`src/hdl/knn_pkg.sv`:
```
// ----------------------------------------------------------------------------
// knn_pkg
// Shared types and constants for the k-nearest inverse-distance interpolator.
// ----------------------------------------------------------------------------
package knn_pkg;
  localparam int CoordW   = 24;
  localparam int D2W      = 51;
  localparam int WFracW   = 16;
  localparam int WW       = WFracW + 1;
  localparam int ProdW    = CoordW + WW;
  localparam int AccW     = ProdW + 5;
  localparam int WsumW    = WW + 5;

  localparam logic [1:0] CMD_LOAD  = 2'd0;
  localparam logic [1:0] CMD_QUERY = 2'd1;
  localparam logic [1:0] CMD_CLEAR = 2'd2;
  localparam logic [1:0] CMD_NONE  = 2'd3;

  localparam logic [2:0] ST_OK      = 3'd0;
  localparam logic [2:0] ST_HIT     = 3'd1;
  localparam logic [2:0] ST_FEW     = 3'd2;
  localparam logic [2:0] ST_LOADED  = 3'd3;
  localparam logic [2:0] ST_DUP     = 3'd4;
  localparam logic [2:0] ST_FULL    = 3'd5;
  localparam logic [2:0] ST_CLEARED = 3'd6;

  typedef struct packed {
    logic [1:0]        cmd;
    logic [CoordW-1:0] pos_x;
    logic [CoordW-1:0] pos_y;
    logic [CoordW-1:0] pos_z;
    logic [CoordW-1:0] field_in_x;
    logic [CoordW-1:0] field_in_y;
    logic [CoordW-1:0] field_in_z;
  } in_word_t;

  typedef struct packed {
    logic [CoordW-1:0] field_out_x;
    logic [CoordW-1:0] field_out_y;
    logic [CoordW-1:0] field_out_z;
    logic [2:0]        status;
  } out_word_t;

  // controller -> datapath
  typedef struct packed {
    logic capture;     // latch input word
    logic scan_start;  // reset scan index, clear best list
    logic scan_rd;     // issue read of entry at scan index
    logic scan_eval;   // evaluate registered read data
    logic write_pt;    // append point
    logic clear_tbl;
    logic wt_start;    // start weight divisions
    logic wt_step;
    logic div_start;   // start final divisions
    logic div_step;
    logic res_load;
  } knn_cmd_t;

  // datapath -> controller
  typedef struct packed {
    logic       scan_done;
    logic       hit;
    logic       dup;
    logic       full;
    logic       few;
    logic       wt_done;
    logic       div_done;
  } knn_stat_t;
endpackage

```
`src/hdl/knn_ctrl.sv`:
```
// ----------------------------------------------------------------------------
// knn_ctrl
// Sequencer for load, query and clear words; owns the result valid and status.
// ----------------------------------------------------------------------------
module knn_ctrl import knn_pkg::*; (
  input  logic      clk,
  input  logic      rst,
  input  logic      in_valid,
  output logic      in_ready,
  input  logic [1:0] in_cmd,
  output logic      out_valid,
  input  logic      out_ready,
  output logic [2:0] status,
  output logic      zero_f,
  output knn_cmd_t  cmd,
  input  knn_stat_t stat
);
  localparam logic [2:0] S_IDLE = 3'd0;
  localparam logic [2:0] S_SCAN = 3'd1;
  localparam logic [2:0] S_DRAIN = 3'd2;
  localparam logic [2:0] S_DEC  = 3'd3;
  localparam logic [2:0] S_WT   = 3'd4;
  localparam logic [2:0] S_DIV  = 3'd5;
  localparam logic [2:0] S_HITR = 3'd6;
  localparam logic [2:0] S_OUT  = 3'd7;

  logic [2:0] state, state_next;
  logic [1:0] op;
  logic [1:0] drain;
  logic [1:0] hitw;

  assign in_ready = (state == S_IDLE) && !out_valid;

  always_comb begin
    cmd = '0;
    state_next = state;
    case (state)
      S_IDLE: begin
        if (in_valid && in_ready) begin
          cmd.capture = 1'b1;
          cmd.scan_start = 1'b1;
          state_next = S_SCAN;
        end
      end
      S_SCAN: begin
        if (stat.hit && op == CMD_QUERY) state_next = S_HITR;
        else if (stat.dup) state_next = S_DEC;
        else if (stat.scan_done) state_next = S_DRAIN;
        else begin
          cmd.scan_rd = 1'b1;
          cmd.scan_eval = 1'b1;
        end
      end
      S_DRAIN: begin
        if (drain == 2'd3) begin
          if (stat.hit && op == CMD_QUERY) state_next = S_HITR;
          else state_next = S_DEC;
        end
      end
      S_DEC: begin
        if (op == CMD_LOAD && !stat.dup && !stat.full) cmd.write_pt = 1'b1;
        if (op == CMD_CLEAR) cmd.clear_tbl = 1'b1;
        if (op == CMD_QUERY && !stat.few) begin
          cmd.wt_start = 1'b1;
          state_next = S_WT;
        end else state_next = S_OUT;
      end
      S_WT: begin
        cmd.wt_step = 1'b1;
        if (stat.wt_done) begin
          cmd.div_start = 1'b1;
          state_next = S_DIV;
        end
      end
      S_DIV: begin
        cmd.div_step = 1'b1;
        if (stat.div_done) begin
          cmd.res_load = 1'b1;
          state_next = S_OUT;
        end
      end
      S_HITR: begin
        if (hitw == 2'd2) begin
          cmd.res_load = 1'b1;
          state_next = S_OUT;
        end
      end
      default: state_next = S_IDLE;
    endcase
  end

  always_ff @(posedge clk) begin
    if (rst) begin
      state <= S_IDLE; out_valid <= 1'b0; op <= CMD_LOAD;
      drain <= '0; hitw <= '0; status <= ST_OK; zero_f <= 1'b1;
    end else begin
      state <= state_next;
      if (out_valid && out_ready) out_valid <= 1'b0;
      if (state == S_IDLE && in_valid && in_ready) begin
        op <= in_cmd; drain <= '0; hitw <= '0;
      end
      if (state == S_DRAIN) drain <= drain + 1'b1;
      if (state == S_HITR) hitw <= hitw + 1'b1;
      if (state == S_DEC) begin
        zero_f <= 1'b1;
        case (op)
          CMD_LOAD:  status <= stat.dup ? ST_DUP : (stat.full ? ST_FULL : ST_LOADED);
          CMD_CLEAR: status <= ST_CLEARED;
          CMD_QUERY: begin
            status <= stat.few ? ST_FEW : ST_OK;
            zero_f <= stat.few;
          end
          default:   status <= ST_OK;
        endcase
      end
      if (state == S_HITR && hitw == 2'd2) begin
        status <= stat.few ? ST_FEW : ST_HIT;
        zero_f <= stat.few;
      end
      if (state == S_OUT) out_valid <= 1'b1;
    end
  end

  assert property (@(posedge clk) disable iff (rst) out_valid |-> !in_ready)
    else $error("input taken while result pending");
  assert property (@(posedge clk) disable iff (rst)
    cmd.write_pt |-> op == CMD_LOAD) else $error("write outside load");
  assert property (@(posedge clk) disable iff (rst)
    state == S_OUT |=> out_valid) else $error("result not posted");
endmodule

```
`config.mk`:
```
export PLATFORM = sky130hd
export DESIGN_NAME = knn_ctrl
export DESIGN_NICKNAME = d
export VERILOG_FILES = /design/src/hdl/knn_pkg.sv /design/src/hdl/knn_ctrl.sv
export SDC_FILE = /design/constraint.sdc
export NUM_CORES = 1
export LEC_CHECK = 0
export BUFFER_PORTS_ARGS = -buffer_cell sky130_fd_sc_hd__buf_4
export CELL_PAD_IN_SITES_DETAIL_PLACEMENT = 1
export CELL_PAD_IN_SITES_GLOBAL_PLACEMENT = 1
export CORE_AREA = 2 2 56 58
export CTS_BUF_LIST = sky130_fd_sc_hd__clkbuf_8
export DETAILED_ROUTE_END_ITERATION = 10
export DIE_AREA = 0 0 58 60
export GPL_TIMING_DRIVEN = 0
export PLACE_DENSITY_LB_ADDON = 0.1
export SYNTH_ARGS = -nofsm -noshare
export SYNTH_HDL_FRONTEND = slang
export SYNTH_SLANG_ARGS = --single-unit
```
`constraint.sdc`:
```
create_clock -name clk -period 2.3 [get_ports clk]
set_clock_uncertainty 0.15 [all_clocks]
set_input_delay 0.115 -clock clk [delete_from_list [all_inputs] [get_ports clk]]
set_output_delay 0.115 -clock clk [all_outputs]
set_load 0.02 [all_outputs]
```
==> results_dict.tcl, run 1 <==
set metrics [dict create \
    start_util_pct 33.7 \
    ys_ff_latch 14 \
    max_freq_mhz 539 \
    core_mm2 0.00290 \
    finalHoldViolCount 0 \
    yosys_warnings 0 \
    setup_slack_ns 0.445 \
    grt_pass1_wl_um 4460 \
    crit_arrival_ns 1.59 \
    synth_compound_area_share_pct 18.5 \
    antenna_left 0 \
    setup_tns_ns 0 \
    die-height_um 60 \
    startpoint_type "register" \
    die_x_um 58 \
    synth_edf_count 0 \
    clk_pin_slew_ns 0.06 \
    fill_cells 359 \
    async_flop_share_pct 0 \
    power_density_mw_per_mm2 950 \
    synth_area_leaders "dfxtp_1 29%, nor2_1 5.4%, buf_6 4.6%, a21oi_1 4.1%, mux2i_1 3.1%" \
    rows 20 \
    synthTopCellsByCount "14 x dfxtp_1, 14 x nor2_1, 8 x a21oi_1" \
    synthXorXnorAreaFrac_pct 0 \
    viasPerCell 5.16 \
    synth_simple_gate_area_share_pct 33.6 \
    worstHoldPathType "in2reg" \
    final_area_mm2 0.00132 \
    rrSetupSlack_ns 0.51 \
    io_pins 30 \
    synthMuxAreaShare_pct 4.60 \
    grt_use_met1_pct 20.6 \
    numCtsBuffers 3 \
    worst-path-max-fanout 8 \
    grt_pass1_vias 982 \
    syn_area_um2 978 \
    synthToLayoutAreaGrowth_pct 35.2 \
    synthCells 117 \
    setup_viol 0 \
    drc 0 \
    grt_util_met2_pct 29.5 \
    grt_max_degree 11 \
    clockBufferDepth 2 \
    clockRootBuffer "clkbuf_8" \
    slew_headroom_pct 73.0 \
    drv_cap 0 \
    grt_overflow_total 0 \
    yosys.area.top_type "dfxtp_1" \
    required_ns 2.04 \
    critPathMaxStageDelay_ns 0.51 \
    cts_tree "yes" \
    syn_nets 132 \
    clock_latency_ns 0.24 \
    maxSlewViolCount 0 \
    holdWs_ns 0.00987 \
    num_vias 960 \
    antenna_cells 0 \
    preCtsSetupSlack_ns 0.515 \
    path_cells "or3b_2 > nor3_1 > buf_4" \
    crit_type "reg2out" \
    dp_hpwl_um 2100 \
    io_buffers 29 \
    top_usage_layer "met2" \
    rsz0062_at_grt "no" \
    worstMarginPinSlew_ns 0.406 \
    slowest_stage "or3b_2" \
    postCtsSetupRepairBufs 0 \
    dr.pass1.iters 4 \
    wl_per_cell_um 14.3 \
    yosysSeqAreaShare_pct 28.6 \
    cts.sinks 14 \
    cts-resized-gates 0 \
    syn_area_per_cell_um2 8.36 \
    ys.flop_type "dfxtp_1" \
    final_nets 169 \
    synth_top_family_by_area "simple AND/OR/NAND/NOR gates" \
    netlist.area_leader.share_pct 28.6 \
    yosysUniqueCellTypes 45 \
    synth_fa_ha_area_share_pct 2.56 \
    antenna_found_initial 0 \
    ir_worst_vdd_v 0.000556 \
    fin_crit_ns 1.85 \
    cp-end-kind "output pin" \
    grt_util_met3_pct 1.95 \
    drive_gt1_share_pct 35.9 \
    placed_area_mm2 0.00124 \
    place_congestion 0.774 \
    drt_iter0_markers 24 \
    grt_usage_pct 16.5 \
    p_leak_nw 0.594 \
    period_share_pct 80.7 \
    cts_htree_levels 1 \
    dieArea_mm2 0.00348 \
    drt_wl_total_um 2650 \
    outcome "complete, no violations" \
]
==> state kept, by name (all words and copies together), names as in the netlist <==
signal and count:
op 2, out_valid 1, drain 2, zero_f 1, hitw 2, status 3, state 3
==> path summary, 6_finish.rpt <==
check / from / to / depth (start not counted)
max: op[0] / cmd[4] / 3
min: rst / status[1] / 3
max reg2reg: hitw[0] / state[0] / 6
min reg2reg: status[2] / status[2] / 2
==> area by class of cell <==
type / instances / area [µm²] / share of cell area [%]
multi-input combinational: 87 / 581 / 43.9
inverter: 7 / 26.3 / 1.99
buffer: 9 / 91.3 / 6.91
timing repair buffer: 32 / 248 / 18.7
tap: 33 / 41.3 / 3.12
clock buffer: 4 / 55.1 / 4.16
sequential: 14 / 280 / 21.2
==> per-stage QoR <==
step	utilization, %	std cells	total power [W]
global placement	42.6	179	0.00100
detailed placement	42.6	179	0.00101
CTS	45.6	186	0.00127
finish	45.6	186	0.00126
floorplan	-	117	0.000826
global route	45.6	186	0.00134
==> cell usage in the layout (no fill, tap or decap), types with 2 or more instances in the layout <==
master and n:
buf_4 31, nor2_1 14, dfxtp_1 14, a21oi_1 8, nand2_1 7, clkbuf_8 6, inv_1 6, nor3_1 5
o21ai_0 5, buf_6 4, and2_1 4, nand2b_1 3, mux2i_1 3, dlygate4sd3_1 3, nor4_1 2, or3_1 2
and3b_2 2, nand3b_1 2, nor2b_1 2, a32oi_1 2, a31oi_1 2, ha_1 2
==> power breakdown <==
group | switching (W) | total [W] | internal (W)
Sequential | 0.0000305 | 0.000315 | 0.000284
Clock | 0.0000924 | 0.000244 | 0.000152
Combinational | 0.000372 | 0.000698 | 0.000326
==> cell families (layout without fill, tap and decap cells) <==
group,Yosys count,after routing
AOI/OAI and AO/OA,26,26
adders and majority gates,2,2
buffers and inverters,16,52
DFF,14,14
muxes,4,4
and+or+nand+nor,55,55
==> routing by layer <==
| metal | vias up | share of wire, % |
|---|---|---|
| met3 | 2 | 6.9 |
| met2 | 30 | 50 |
| met4 | 0 | 0.34 |
| met1 | 445 | 43 |
| met5 | - | 0 |
| li1 | 483 | - |
==> worst max-delay path, delay by kind of cell, from the launching register on <==
family        cells  cell delay [ns]
flops             1             0.44
buf+inv           1             0.18
simple gates      2             0.73
==> repair_timing <==
item | 4_1_cts | 5_1_grt
endpoints found under the hold margin | 3 | 0
hold buffers | 3 | 0
endpoints found under the setup margin | 0 | 0
Note: power is estimated with default switching activity, not from simulation.
==> inputs of run 2 (changes only) <==
--- a/config.mk
+++ b/config.mk
@@ -5,13 +5,14 @@
 export SDC_FILE = /design/constraint.sdc
 export NUM_CORES = 1
 export LEC_CHECK = 0
+export ABC_AREA = 1
 export BUFFER_PORTS_ARGS = -buffer_cell sky130_fd_sc_hd__buf_4
 export CELL_PAD_IN_SITES_DETAIL_PLACEMENT = 1
 export CELL_PAD_IN_SITES_GLOBAL_PLACEMENT = 1
-export CORE_AREA = 2 2 56 58
+export CORE_AREA = 2 2 55 57
 export CTS_BUF_LIST = sky130_fd_sc_hd__clkbuf_8
 export DETAILED_ROUTE_END_ITERATION = 10
-export DIE_AREA = 0 0 58 60
+export DIE_AREA = 0 0 57 59
 export GPL_TIMING_DRIVEN = 0
 export PLACE_DENSITY_LB_ADDON = 0.1
 export SYNTH_ARGS = -nofsm -noshare
==> constraint.sdc (replaced) <==
create_clock -name clk -period 1.75 [get_ports clk]
set_clock_uncertainty 0.15 [all_clocks]
set_input_delay 0.0875 -clock clk [delete_from_list [all_inputs] [get_ports clk]]
set_output_delay 0.0875 -clock clk [all_outputs]
set_load 0.02 [all_outputs]
==> run 2 against run 1 <==
Net effect: total power grew 37%; register-to-register slack lost 0.42 ns; sequential share of layout area grew 0.62 points; worst setup slack lost 0.35 ns; cell area shrank 2.0%; first-iteration DRC count shrank 38%; critical path type is now reg2reg; largest cell class unchanged; largest power group unchanged.
==> results_dict.tcl, run 2 <==
set metrics [dict create \
    outcome "complete, no violations" \
    fin_crit_ns 1.66 \
    viasPerCell 4.93 \
    r2r_start "state[0]" \
    crit_buf_inv 2 \
    grt_pass1_vias 1041 \
    hold_end "op[0]" \
    period_share_pct 94.8 \
    drc 0 \
    final_nets 199 \
    crit_family "buffers and inverters" \
    reg_top3 "state: 3 flops, status: 3 flops" \
    holdPathStages 3 \
    io_pins 30 \
    dp_hpwl_um 2000 \
    numCtsBuffers 3 \
    ys_ff_latch 14 \
    core_mm2 0.00271 \
    antenna_cells 0 \
    synthToLayoutAreaGrowth_pct 46.5 \
    clock_latency_ns 0.26 \
    drt_wl_total_um 2680 \
    cts.sinks 14 \
    rows 19 \
    grt_overflow_total 0 \
    clockBufferDepth 2 \
    antenna_found_initial 0 \
    utilization_pct 47.8 \
    drv_cap 0 \
    antenna_left 0 \
    yosys.area.top_type "dfxtp_1" \
    power_density_mw_per_mm2 1330 \
    grt_max_degree 11 \
    wl_per_cell_um 12.5 \
    final_common_cell "buf_4" \
    p_leak_nw 0.674 \
    crit_arrival_ns 1.72 \
    p_sw_share_pct 43.9 \
    clockRootBuffer "clkbuf_8" \
    crit_type "reg2reg" \
    p_sw_w 0.000758 \
    slew_headroom_pct 81.2 \
    preCtsSetupSlack_ns 0.141 \
    die-height_um 59 \
    cts_htree_levels 1 \
    die_x_um 57 \
    startpoint_type "register" \
    ys.flop_type "dfxtp_1" \
    grt_pass1_wl_um 4570 \
    place_congestion 0.785 \
    drive_gt1_share_pct 31.7 \
    setup_viol 0 \
    drt_iter0_markers 15 \
    synthMuxAreaShare_pct 0 \
    max_freq_mhz 602 \
    mostFrequentLayoutCells "35 x buf_4, 27 x nand2_1, 23 x inv_1" \
    rrSetupSlack_ns 0.09 \
    cp.depth 5 \
    dr.pass1.iters 4 \
    p_int_w 0.000968 \
    yosysUniqueCellTypes 19 \
    path_cells "nand2_2 > inv_1 > nand2_1 > a21oi_1 > dlygate4sd3_1" \
    p_clk_share_pct 19.8 \
    synth_fa_ha_area_share_pct 2.83 \
    required_ns 1.81 \
    fill_cells 366 \
    rr_worst_depth 5 \
    syn_area_um2 885 \
    synth_area_leaders "dfxtp_1 32%, nand2_1 11%, nand3_1 10%, inv_1 10%, nor2_1 6.4%" \
    synth_edf_count 0 \
    worstMarginPinSlew_ns 0.281 \
    worstHoldPathType "in2reg" \
    dieArea_mm2 0.00336 \
    yosys_warnings 0 \
    pwr-share-seq_pct 27.0 \
    critPathMaxStageDelay_ns 0.57 \
    synth_compound_area_share_pct 11.9 \
    synthXorXnorAreaFrac_pct 0 \
    netlist.area_leader.share_pct 31.7 \
    syn_area_per_cell_um2 6.23 \
    worst-path-max-fanout 7 \
    yosysSeqAreaShare_pct 31.7 \
    num_vias 1054 \
    pwr-share-comb_pct 53.3 \
    synth_top_family_by_area "simple AND/OR/NAND/NOR gates" \
    async_flop_share_pct 0 \
    slowest_stage "dlygate4sd3_1" \
    ir_worst_vdd_v 0.000620 \
    maxSlewViolCount 0 \
    synth_simple_gate_area_share_pct 39.5 \
    yosysMostFrequentCell "nand2_1" \
    hp-start "in_valid" \
    finalHoldViolCount 0 \
    grt_usage_pct 17.6 \
    r2r-end "out_valid" \
    clk_pin_slew_ns 0.07 \
    cp-end-kind "register" \
    start_util_pct 32.6 \
    io_buffers 29 \
    synthTopCellsByCount "27 x nand2_1, 24 x inv_1, 18 x nand3_1" \
    setup_slack_ns 0.0902 \
    synthCells 142 \
    cts_tree "yes" \
    syn_nets 157 \
]
==> run 2: area by class of cell <==
cell class | instances | area, µm² | share of cell area [%]
Multi-Input combinational cell | 97 | 502 | 38.7
Timing Repair Buffer | 37 | 290 | 22.4
Sequential cell | 14 | 283 | 21.8
Inverter | 28 | 105 | 8.11
Clock buffer | 4 | 55.1 | 4.25
Tap cell | 31 | 38.8 | 2.99
Buffer | 3 | 22.5 | 1.74
==> run 2: worst max path at each step <==
stage | startpoint | endpoint
4_1_cts | state[1] | cmd[10]
6_report | state[0] | out_valid
3_5_place_dp | state[0] | cmd[10]
3_3_place_gp | state[0] | cmd[10]
5_1_grt | state[0] | out_valid
2_1_floorplan | state[0] | cmd[10]
==> run 2: metal layers <==
metal | share of wire, % | track usage, % | vias to the layer above | wire length, µm
li1 | - | - | 534 | -
met1 | 46 | 22.7 | 488 | 1240
met2 | 46 | 29.1 | 27 | 1240
met3 | 5.1 | 1.97 | 5 | 136
met4 | 2.1 | 8.97 | 0 | 56
met5 | 0 | 0 | - | 0
==> run 2: timing repair <==
action / CTS / global route
pin swaps: 3 / 1
hold buffers: 5 / 0
endpoints found under the hold margin: 7 / 0
buffers inserted: 2 / 1
resized for setup: 3 / 7
endpoints found under the setup margin: 2 / 4
==> run 2: through the flow <==
stage | TNS, ns | hold slack, ns | area [µm²] | instances | power [W]
final | 0 | 0.0189 | 1300 | 214 | 0.00173
after global routing | -0.0165 | 0.0456 | 1300 | 214 | 0.00187
after CTS | 0 | 0.0309 | 1270 | 213 | 0.00170
after detailed placement | 0 | 0.151 | 1140 | 202 | 0.00127
after global placement | 0 | 0.149 | 1140 | 202 | 0.00125
after floorplan | 0 | 0.00657 | 885 | 142 | 0.00102
==> run 2: worst min-delay path: cells and delay by family <==
kind / cells / cell delay [ns]
buffers and inverters: 1 / 0.12
and+or+nand+nor: 1 / 0.10
AOI/OAI and AO/OA: 1 / 0.07
==> run 2: power groups by stage <==
| stage | clock (W) | sequential [W] | combinational [W] |
|---|---|---|---|
| global placement | 0 | 0.000454 | 0.000793 |
| CTS | 0.000346 | 0.000459 | 0.000892 |
| floorplan | 0 | 0.000465 | 0.000552 |
| finish | 0.000341 | 0.000465 | 0.000919 |
| global route | 0.000357 | 0.000483 | 0.00103 |
| detailed placement | 0 | 0.000457 | 0.000815 |
==> run 2: cells by family (layout without fill, tap and decap cells) <==
group / after synthesis / count (layout)
buf+inv: 31 / 72
simple gates: 75 / 75
fa+ha+maj: 2 / 2
flops: 14 / 14
compound gates: 20 / 20
